File: src/design/nsc_pkg.sv
// Shared types, character codes and lookup functions of the NMEA sentence checker.
package nsc_pkg;

  // Character codes
  localparam logic [7:0] CHAR_DOLLAR = 8'h24;
  localparam logic [7:0] CHAR_HASH   = 8'h23;
  localparam logic [7:0] CHAR_COMMA  = 8'h2C;
  localparam logic [7:0] CHAR_STAR   = 8'h2A;
  localparam logic [7:0] CHAR_CR     = 8'h0D;
  localparam logic [7:0] CHAR_LF     = 8'h0A;
  localparam logic [7:0] CHAR_ZERO   = 8'h30;
  localparam logic [7:0] CHAR_UP_A   = 8'h41;
  localparam logic [7:0] CHAR_UP_F   = 8'h46;
  localparam logic [7:0] CHAR_LO_A   = 8'h61;
  localparam logic [7:0] CHAR_LO_F   = 8'h66;
  localparam logic [7:0] CHAR_FIX_OK = 8'h41;  // 'A' in the RMC status term

  // Term bookkeeping
  localparam int HEAD_DEPTH = 5;
  localparam logic [2:0] LEN_SAT   = 3'd6;
  localparam logic [4:0] INDEX_SAT = 5'd31;
  localparam logic [4:0] RMC_STATUS_TERM = 5'd2;
  localparam logic [4:0] GGA_QUALITY_TERM = 5'd6;

  // Sentence kind codes
  localparam logic [2:0] KIND_OTHER = 3'd0;
  localparam logic [2:0] KIND_RMC   = 3'd1;
  localparam logic [2:0] KIND_GGA   = 3'd2;
  localparam logic [2:0] KIND_GSA   = 3'd3;
  localparam logic [2:0] KIND_GSV   = 3'd4;

  // Constellation codes
  localparam logic [2:0] SYS_UNKNOWN = 3'd0;
  localparam logic [2:0] SYS_GPS     = 3'd1;
  localparam logic [2:0] SYS_GLONASS = 3'd2;
  localparam logic [2:0] SYS_GALILEO = 3'd3;
  localparam logic [2:0] SYS_BEIDOU  = 3'd4;
  localparam logic [2:0] SYS_QZSS    = 3'd5;
  localparam logic [2:0] SYS_NAVIC   = 3'd6;

  typedef logic [7:0] char_t;
  typedef char_t [HEAD_DEPTH-1:0] head_t;

  // Result of closing one term
  typedef struct packed {
    logic       pass;
    logic       fail;
    logic [2:0] kind;
    logic [2:0] talker;
    logic       fix;
  } term_result_t;

  // Checksum digit value, modulo 256 for non-hex characters
  function automatic char_t hex_value(input char_t a);
    char_t v;
    if (a >= CHAR_UP_A && a <= CHAR_UP_F) begin
      v = a - CHAR_UP_A + 8'd10;
    end else if (a >= CHAR_LO_A && a <= CHAR_LO_F) begin
      v = a - CHAR_LO_A + 8'd10;
    end else begin
      v = a - CHAR_ZERO;
    end
    return v;
  endfunction

  // Talker letter lookup: bit 3 flags a known letter, bits 2:0 the system code
  function automatic logic [3:0] talker_lookup(input char_t a);
    logic [3:0] r;
    case (a)
      8'h50:   r = {1'b1, SYS_GPS};      // P
      8'h4E:   r = {1'b1, SYS_UNKNOWN};  // N
      8'h41:   r = {1'b1, SYS_GALILEO};  // A
      8'h42:   r = {1'b1, SYS_BEIDOU};   // B
      8'h4C:   r = {1'b1, SYS_GLONASS};  // L
      8'h51:   r = {1'b1, SYS_QZSS};     // Q
      8'h49:   r = {1'b1, SYS_NAVIC};    // I
      default: r = {1'b0, SYS_UNKNOWN};
    endcase
    return r;
  endfunction

  // Three-letter sentence type lookup
  function automatic logic [2:0] kind_lookup(input char_t a, input char_t b, input char_t c);
    logic [2:0] k;
    k = KIND_OTHER;
    if (a == 8'h52 && b == 8'h4D && c == 8'h43) k = KIND_RMC;       // RMC
    else if (a == 8'h47 && b == 8'h47 && c == 8'h41) k = KIND_GGA;  // GGA
    else if (a == 8'h47 && b == 8'h53 && c == 8'h41) k = KIND_GSA;  // GSA
    else if (a == 8'h47 && b == 8'h53 && c == 8'h56) k = KIND_GSV;  // GSV
    return k;
  endfunction

endpackage

File: src/design/nsc_term_eval.sv
// Evaluates the term that a delimiter closes: checksum verdict, sentence type, fix flag.
module nsc_term_eval (
  input  nsc_pkg::head_t        head,
  input  logic [2:0]            term_length,
  input  logic [4:0]            term_index,
  input  logic                  in_checksum,
  input  logic                  wide_crc,
  input  logic [7:0]            parity,
  input  logic [2:0]            kind,
  input  logic [2:0]            talker,
  input  logic                  fix,
  output nsc_pkg::term_result_t result
);

  logic [7:0] sum;
  logic [7:0] hi_val;
  logic [7:0] lo_val;
  logic [3:0] talk;
  logic [2:0] kind_hit;

  // Checksum byte from the first two characters of the term
  assign hi_val = nsc_pkg::hex_value(head[0]);
  assign lo_val = nsc_pkg::hex_value(head[1]);
  assign sum    = {hi_val[3:0], 4'b0000} + lo_val;

  // Sentence type from the address term
  assign talk     = nsc_pkg::talker_lookup(head[1]);
  assign kind_hit = nsc_pkg::kind_lookup(head[2], head[3], head[4]);

  always_comb begin
    result        = '0;
    result.kind   = kind;
    result.talker = talker;
    result.fix    = fix;
    if (in_checksum) begin
      // Close the checksum term; wide CRC sentences give no verdict
      if (!wide_crc) begin
        if (term_length < 3'd2) begin
          result.fail = 1'b1;
        end else if (sum == parity) begin
          result.pass = 1'b1;
        end else begin
          result.fail = 1'b1;
        end
      end
    end else if (term_index == 5'd0) begin
      // Classify the address term
      result.kind   = nsc_pkg::KIND_OTHER;
      result.talker = nsc_pkg::SYS_UNKNOWN;
      if (term_length == 3'(nsc_pkg::HEAD_DEPTH) && head[0] == 8'h47 && talk[3] &&
          kind_hit != nsc_pkg::KIND_OTHER) begin
        result.kind   = kind_hit;
        result.talker = talk[2:0];
      end
    end else if (kind != nsc_pkg::KIND_OTHER && term_length != 3'd0 && head[0] != 8'h00) begin
      // Pick up the fix flag from the status or quality term
      if (kind == nsc_pkg::KIND_RMC && term_index == nsc_pkg::RMC_STATUS_TERM) begin
        result.fix = (head[0] == nsc_pkg::CHAR_FIX_OK);
      end else if (kind == nsc_pkg::KIND_GGA && term_index == nsc_pkg::GGA_QUALITY_TERM) begin
        result.fix = (head[0] > nsc_pkg::CHAR_ZERO);
      end
    end
  end

endmodule

File: config.mk
export PLATFORM = sky130hd
export DESIGN_NAME = nsc_term_eval
export DESIGN_NICKNAME = d
export VERILOG_FILES = /design/src/design/nsc_pkg.sv /design/src/design/nsc_term_eval.sv
export SDC_FILE = /design/constraint.sdc
export NUM_CORES = 1
export LEC_CHECK = 0
export BUFFER_PORTS_ARGS = -buffer_cell sky130_fd_sc_hd__buf_2
export CORE_MARGIN = 2
export CORE_UTILIZATION = 51
export DETAILED_ROUTE_END_ITERATION = 7
export GPL_ROUTABILITY_DRIVEN = 0
export GPL_TIMING_DRIVEN = 1
export PLACE_DENSITY = 0.94
export SYNTH_ARGS = -nofsm -noshare
export SYNTH_HDL_FRONTEND = slang
export SYNTH_SLANG_ARGS = --single-unit
File: constraint.sdc
create_clock -name vclk -period 8
set_clock_uncertainty 0.15 [all_clocks]
set_input_delay 2 -clock vclk [all_inputs]
set_output_delay 2 -clock vclk [all_outputs]
set_load 0.01 [all_outputs]
==> results.yml, run 1 <==
sta:
  rsz0062_at_grt: "no"
  setup-violations-final: 0
  max_freq_mhz: 139
  finalCritPeriodShare_pct: 90.2
  relSlewSlack_pct: 61.8
  final_hold_viol_count: 0
  setup_tns_ns: 0
  drv_slew: 0
  min_period_ns: 7.21
  worst_slew_pin_slew_ns: 0.566
run_status:
  status: "finished clean"
floorplan:
  ios: 74
  start_util_pct: 53.4
  fp.dieH_um: 54.7
  dieArea_um2: 2990
  die_w_um: 54.7
  rows: 18
  coreArea_um2: 2450
final_layout:
  area.growth.synth_to_final_pct: 28.5
  layout-drive-gt1-share_pct: 34.0
  n_antenna_cell: 0
  final-seq-area_um2: 0
  fillers: 235
  design.seq.count: 0
  clkbuf_count: 0
  fin_nets: 331
  final_cells: 277
drt:
  drc: 0
  via_per_inst: 5.73
  dr.first_iter.drc_count: 28
  antenna_left: 0
  wl_per_cell_um: 12.9
  vias: 1587
  drt-pass1-iter-count: 4
  wirelength_um: 3560
logic_synthesis:
  synth.net_count: 259
  netlist_instances: 177
  netlist_area_um2: 1310
  syn_area_per_cell_um2: 7.41
  yosysWarnings: 0
  synth_seq_area_share_pct: 0
  synth_cell_type_count: 54
grt:
  grt_busiest_layer: "met2"
  grt_overflow: 0
  grtUsageMet2_pct: 50.4
  grt_first_pass_wirelength_um: 5720
  grt_max_degree: 12
  antenna_found_initial: 0
  met3_usage_pct: 2.19
  grt_pass1_vias: 1418
  grt_usage_pct: 24.8
  globalRouteMet1Util_pct: 28.4
setup_path:
  start_kind: "input pin"
  worst_setup_path_end_kind: "output port"
  crit_buf_inv: 4
  slowest_delay_ns: 0.52
  slowest_stage: "o311ai_0"
  critPathTopFamily: "compound AO/OA/AOI/OAI gates"
  crit_fanout: 5
  cp.arrival_ns: 5.06
  required_ns: 5.85
  path_cells: "buf_2, inv_1, ha_1, o311ai_0, a211oi_1, o21ai_0, inv_1, fa_1, xnor2_1, xnor2_1, o2111ai_1, a21oi_1, and4_1, buf_2"
  crit_type: "input pin to output port"
clocking:
  hold_buffers: 0
  post_cts_resized: 0
  post-cts-setup-buffer-count: 0
pwr:
  p_per_area_nw_per_um2: 47.3
  peakVddDrop_v: 0.0000310
  power_uw: 79.6
  power.leakage_nw: 0.779
placement:
  placed_cells: 277
  portBuffers: 74
  dp_hpwl_um: 3140
run:
  cap_viol_max_count: 0
hold_path:
  hold_class: "input pin to output port"
kinds of logic after synthesis:
group                    after synthesis  share of synthesized area (%)
XOR/XNOR                              21                           14.0
AND/OR/NAND/NOR                       76                           34.5
multiplexers                           5                           3.91
buffers and inverters                 17                           6.30
AO/OA/AOI/OAI                         41                           24.4
adder cells (fa/ha/maj)               17                           16.8
per-stage QoR:
stage	setup WS [ns]	hold slack, ns	util, %	cell area, µm²
6_report	0.787	4.12	68.7	1690
5_1_grt	0.439	4.14	68.7	1690
3_5_place_dp	0.793	4.11	68.7	1690
2_1_floorplan	1.27	3.90	-	1310
4_1_cts	0.788	4.11	68.7	1690
3_3_place_gp	0.890	4.11	68.7	1690
routing by layer:
metal,wire (µm),up-vias
li1,-,815
met1,1450,720
met2,1910,52
met3,204,0
met4,0,0
met5,0,-
tightest hold or removal path, stage by stage:
cell,delay (ns)
buf_2,0.09
a311oi_1,0.04
buf_2,0.13
synthesized netlist by cell type (2+ instances only):
library cell,number,share of area (%)
inv_1,13,3.7
o21a_1,2,1.1
nand4b_1,2,1.3
a21oi_1,8,3.1
o21ai_0,5,1.9
and4bb_2,2,1.9
nor3_1,7,2.7
a31oi_1,2,0.95
a21boi_0,2,1.1
nor4_1,2,0.95
xnor2_1,11,7.3
a32o_1,5,3.8
nor3b_1,3,1.7
buf_6,2,1.7
nor4b_1,3,2.0
ha_1,16,15
or3_1,2,0.95
nand3_1,5,1.9
nand4_1,3,1.4
o31ai_1,2,1.1
nand2b_1,3,1.4
nand2_1,13,3.7
a32oi_1,2,1.3
nor2_1,16,4.6
o2111ai_1,2,1.3
mux2i_1,4,3.1
xor2_1,10,6.7
or4_1,4,2.3
layout by cell type, fill, tap and decap left out, drive strengths merged, types with 5 or more instances in the layout:
master	netlist	layout
xnor2	11	11
nor2	16	16
a21oi	8	8
nand2	14	14
ha	16	16
o21ai	7	7
inv	13	13
buf	3	74
xor2	10	10
nand3	5	5
a32o	5	5
nor3	7	7
worst paths after layout:
| path | from | to | slack (ns) | depth (start not counted) |
|---|---|---|---|---|
| setup / recovery | head[0] | result[8] | 0.79 | 14 |
| hold / removal | wide_crc | result[7] | 4.12 | 3 |
power breakdown:
part / switching (mW) / internal, mW
Combinational: 0.0416 / 0.0381
Clock: 0 / 0
Sequential: 0 / 0
cell type report:
type / count / area [µm²] / area share (%)
Timing Repair Buffer: 74 / 370 / 22.0
Multi-Input combinational cell: 160 / 1230 / 72.9
Tap cell: 30 / 37.5 / 2.23
Inverter: 13 / 48.8 / 2.90
Power figures use the tool's default switching activity.
==> run 2: changes to the inputs <==
clock period = 9.3 ns   (was 8 ns; I/O delays follow)
==> run 2 against run 1 <==
Utilization unchanged. Combinational power down 15%. First-iteration DRC count down 18%. Cell area unchanged. Critical endpoint unchanged. Sequential cell count unchanged. Via count up 0.44%. Largest power group unchanged.
==> results.yml, run 2 (same netlist as run 1, synthesis figures left out) <==
run_status:
  status: "finished clean"
run:
  cap_viol_max_count: 0
drt:
  wl_per_cell_um: 12.4
  drt-pass1-iter-count: 4
  via_per_inst: 5.75
  drc: 0
  wirelength_um: 3430
  vias: 1594
  antenna_left: 0
  dr.first_iter.drc_count: 23
floorplan:
  coreArea_um2: 2450
  ios: 74
  fp.dieH_um: 54.7
  die_w_um: 54.7
  start_util_pct: 53.4
  dieArea_um2: 2990
  rows: 18
setup_path:
  critPathLaunch: "head[0]"
  slowest_delay_ns: 0.54
  worst_setup_path_end_kind: "output port"
  crit_fanout: 5
  cp.depth: 14
  cp.arrival_ns: 5.41
  crit_buf_inv: 4
  path_cells: "buf_2, inv_1, ha_1, o311ai_0, a211oi_1, o21ai_0, inv_1, fa_1, xnor2_1, xnor2_1, o2111ai_1, a21oi_1, and4_1, buf_2"
  critPathTopFamily: "compound AO/OA/AOI/OAI gates"
  crit_end: "result[8]"
  crit_type: "input pin to output port"
  required_ns: 6.83
  slowest_stage: "o311ai_0"
  start_kind: "input pin"
sta:
  finalCritPeriodShare_pct: 84.8
  setup_tns_ns: 0
  rsz0062_at_grt: "no"
  drv_slew: 0
  worst_slew_pin_slew_ns: 0.581
  relSlewSlack_pct: 60.8
  max_freq_mhz: 127
  min_period_ns: 7.89
  fin_ws_ns: 1.41
  final_hold_viol_count: 0
  setup-violations-final: 0
grt:
  grt_pass1_vias: 1370
  antenna_found_initial: 0
  grt_max_degree: 12
  grt_first_pass_wirelength_um: 5440
  grt_overflow: 0
  grt_usage_pct: 23.7
hold_path:
  hold_class: "input pin to output port"
final_layout:
  clkbuf_count: 0
  fin_nets: 331
  design.seq.count: 0
  layout-drive-gt1-share_pct: 34.0
  mostFrequentLayoutCell: "buf_2"
  fillers: 228
  area.growth.synth_to_final_pct: 28.5
  n_antenna_cell: 0
  final-seq-area_um2: 0
  layout_common_cells: "buf_2 (74), nor2_1 (16), ha_1 (16)"
placement:
  pre_cts_slack_ns: 1.43
  dp_hpwl_um: 3070
  portBuffers: 74
clocking:
  hold_buffers: 0
  post-cts-setup-buffer-count: 0
  post_cts_resized: 0
pwr:
  peakVddDrop_v: 0.0000270
  p_per_area_nw_per_um2: 40.3
  power.leakage_nw: 0.779
run 2: report_power, final:
part | switching, mW | internal, mW | total (mW)
Combinational | 0.0353 | 0.0327 | 0.0680
Clock | 0 | 0 | 0
Sequential | 0 | 0 | 0
run 2: how the worst min path moves through the flow:
stage / from / endpoint / cells past startpoint
global route: wide_crc / result[7] / 3
finish: wide_crc / result[7] / 3
global placement: wide_crc / result[7] / 3
CTS: wide_crc / result[7] / 3
floorplan: wide_crc / result[7] / 1
detailed placement: wide_crc / result[7] / 3
run 2: final cells by class:
cell class	instances	area (µm²)	area share (%)
Multi-Input combinational cell	160	1230	72.9
Inverter	13	48.8	2.90
Timing Repair Buffer	74	370	22.0
Tap cell	30	37.5	2.23
run 2: metal layers:
metal	routed length, µm	vias up	track usage, %
li1	-	812	-
met1	1400	722	27.6
met2	1800	58	47.0
met3	213	2	1.91
met4	15	0	2.50
met5	0	-	0
run 2: per-stage QoR:
stage                     instances  power, mW  instance area [µm²]  hold slack [ns]  util [%]
after floorplan                 177     0.0413                 1310             4.55         -
after global placement          277     0.0657                 1690             4.76      68.7
after detailed placement        277     0.0677                 1690             4.76      68.7
after CTS                       277     0.0682                 1690             4.76      68.7
after global routing            277     0.0757                 1690             4.78      68.7
final                           277     0.0680                 1690             4.76      68.7
==> run 3: changes to the inputs <==
CORE_UTILIZATION = 47   (was 51)
PLACE_DENSITY = 0.87   (was 0.94)
clock period = 7.95 ns   (was 9.3 ns; I/O delays follow)
==> run 3 against run 2 <==
Utilization shrank 6.4 points. First-iteration DRC count increased to 3.0 times the previous value. Power is 17% higher. Sequential cell count is the same. Critical path type unchanged. Wire length increased by 4.3%. Cell area is essentially flat. Highest routed layer is now met3. Largest power group unchanged. Combinational power rose by 17%.
==> results.yml, run 3 (same netlist as run 1, synthesis figures left out) <==
run_status:
  status: "finished clean"
drt:
  vias: 1576
  wl_per_cell_um: 12.9
  drc: 0
  via_per_inst: 5.67
  drt-pass1-iter-count: 4
  antenna_left: 0
  dr.first_iter.drc_count: 68
  wirelength_um: 3580
clocking:
  post-cts-setup-buffer-count: 0
  hold_buffers: 0
  post_cts_resized: 0
sta:
  relSlewSlack_pct: 64.1
  rsz0062_at_grt: "no"
  worst_slew_pin_slew_ns: 0.532
  drv_slew: 0
  max_freq_mhz: 139
  holdWs_ns: 4.08
  setup_tns_ns: 0
  final_hold_viol_count: 0
  min_period_ns: 7.18
  finalCritPeriodShare_pct: 90.3
  setup-violations-final: 0
grt:
  grt_max_degree: 12
  grt_usage_pct: 22.1
  grt_pass1_vias: 1495
  grt_first_pass_wirelength_um: 5980
  antenna_found_initial: 0
  grt_overflow: 0
pwr:
  power_uw: 79.7
  p_per_area_nw_per_um2: 47.2
  peakVddDrop_v: 0.0000358
  swShare_pct: 51.7
  internal-power_uw: 38.5
  clkPwrFrac_pct: 0
  power.leakage_nw: 0.779
  power_frac_comb_pct: 100.0
  p_sw_uw: 41.2
  seq_power_share_pct: 0
final_layout:
  layout-drive-gt1-share_pct: 34.0
  final-seq-area_um2: 0
  fillers: 263
  area.growth.synth_to_final_pct: 28.6
  multi_input_area_um2: 1230
  mostFrequentLayoutCell: "buf_2"
  fin_nets: 331
  n_antenna_cell: 0
  clkbuf_count: 0
  layout_common_cells: "buf_2 (74), nor2_1 (16), ha_1 (16)"
  design.seq.count: 0
hold_path:
  holdPathEnd: "result[7]"
  hold_class: "input pin to output port"
  min_path_cells: 3
  hp-start: "wide_crc"
setup_path:
  crit_type: "input pin to output port"
  worst_setup_path_end_kind: "output port"
  required_ns: 5.81
  cp.arrival_ns: 5.04
  start_kind: "input pin"
  crit_fanout: 8
floorplan:
  die_w_um: 56.8
  start_util_pct: 48.4
  coreArea_um2: 2710
  dieArea_um2: 3230
  rows: 19
  ios: 74
  fp.dieH_um: 56.8
placement:
  dp_hpwl_um: 3190
  portBuffers: 74
run:
  cap_viol_max_count: 0
[run 3: final cells by class]
class | instances | share of cell area, %
multi-input combinational | 160 | 72.8
timing repair buffer | 74 | 22.0
inverter | 13 | 2.89
tap | 31 | 2.30
[run 3: per-stage QoR]
stage / cell area, µm² / util [%] / setup WS (ns) / std cells
3_5_place_dp: 1690 / 62.2 / 0.779 / 278
5_1_grt: 1690 / 62.2 / 0.503 / 278
3_3_place_gp: 1690 / 62.2 / 0.875 / 278
6_report: 1690 / 62.2 / 0.771 / 278
2_1_floorplan: 1310 / - / 1.24 / 177
4_1_cts: 1690 / 62.2 / 0.775 / 278
[run 3: worst max path at each step]
stage / from / to / slack [ns]
2_1_floorplan: head[8] / result[7] / 1.24
3_3_place_gp: head[8] / result[7] / 0.87
3_5_place_dp: head[8] / result[7] / 0.78
4_1_cts: head[8] / result[7] / 0.78
5_1_grt: head[8] / result[7] / 0.50
6_report: head[8] / result[7] / 0.77
[run 3: power by group through the flow]
stage / clock network (mW) / logic, mW / registers, mW
global route: 0 / 0.0894 / 0
global placement: 0 / 0.0775 / 0
detailed placement: 0 / 0.0797 / 0
CTS: 0 / 0.0801 / 0
finish: 0 / 0.0797 / 0
floorplan: 0 / 0.0483 / 0
[run 3: metal layers]
| metal | vias up | GRT usage [%] | share of wire [%] |
|---|---|---|---|
| met5 | - | 0 | 0 |
| met1 | 714 | 27.4 | 43 |
| met4 | 0 | 1.33 | 0 |
| met2 | 54 | 43.7 | 52 |
| met3 | 0 | 0.691 | 5.4 |
| li1 | 808 | - | - |
[run 3: worst max-delay path: stages]
cell and delay [ns]:
buf_2 0.17, inv_1 0.08, ha_1 0.26, nor3b_1 0.16, a211o_1 0.33, nor2_1 0.22
mux2i_1 0.22, mux2i_1 0.13, ha_1 0.31, a21o_1 0.16, a21oi_1 0.17, xnor2_1 0.16
xnor2_1 0.10, xor2_1 0.18, a311oi_1 0.26, buf_2 0.17
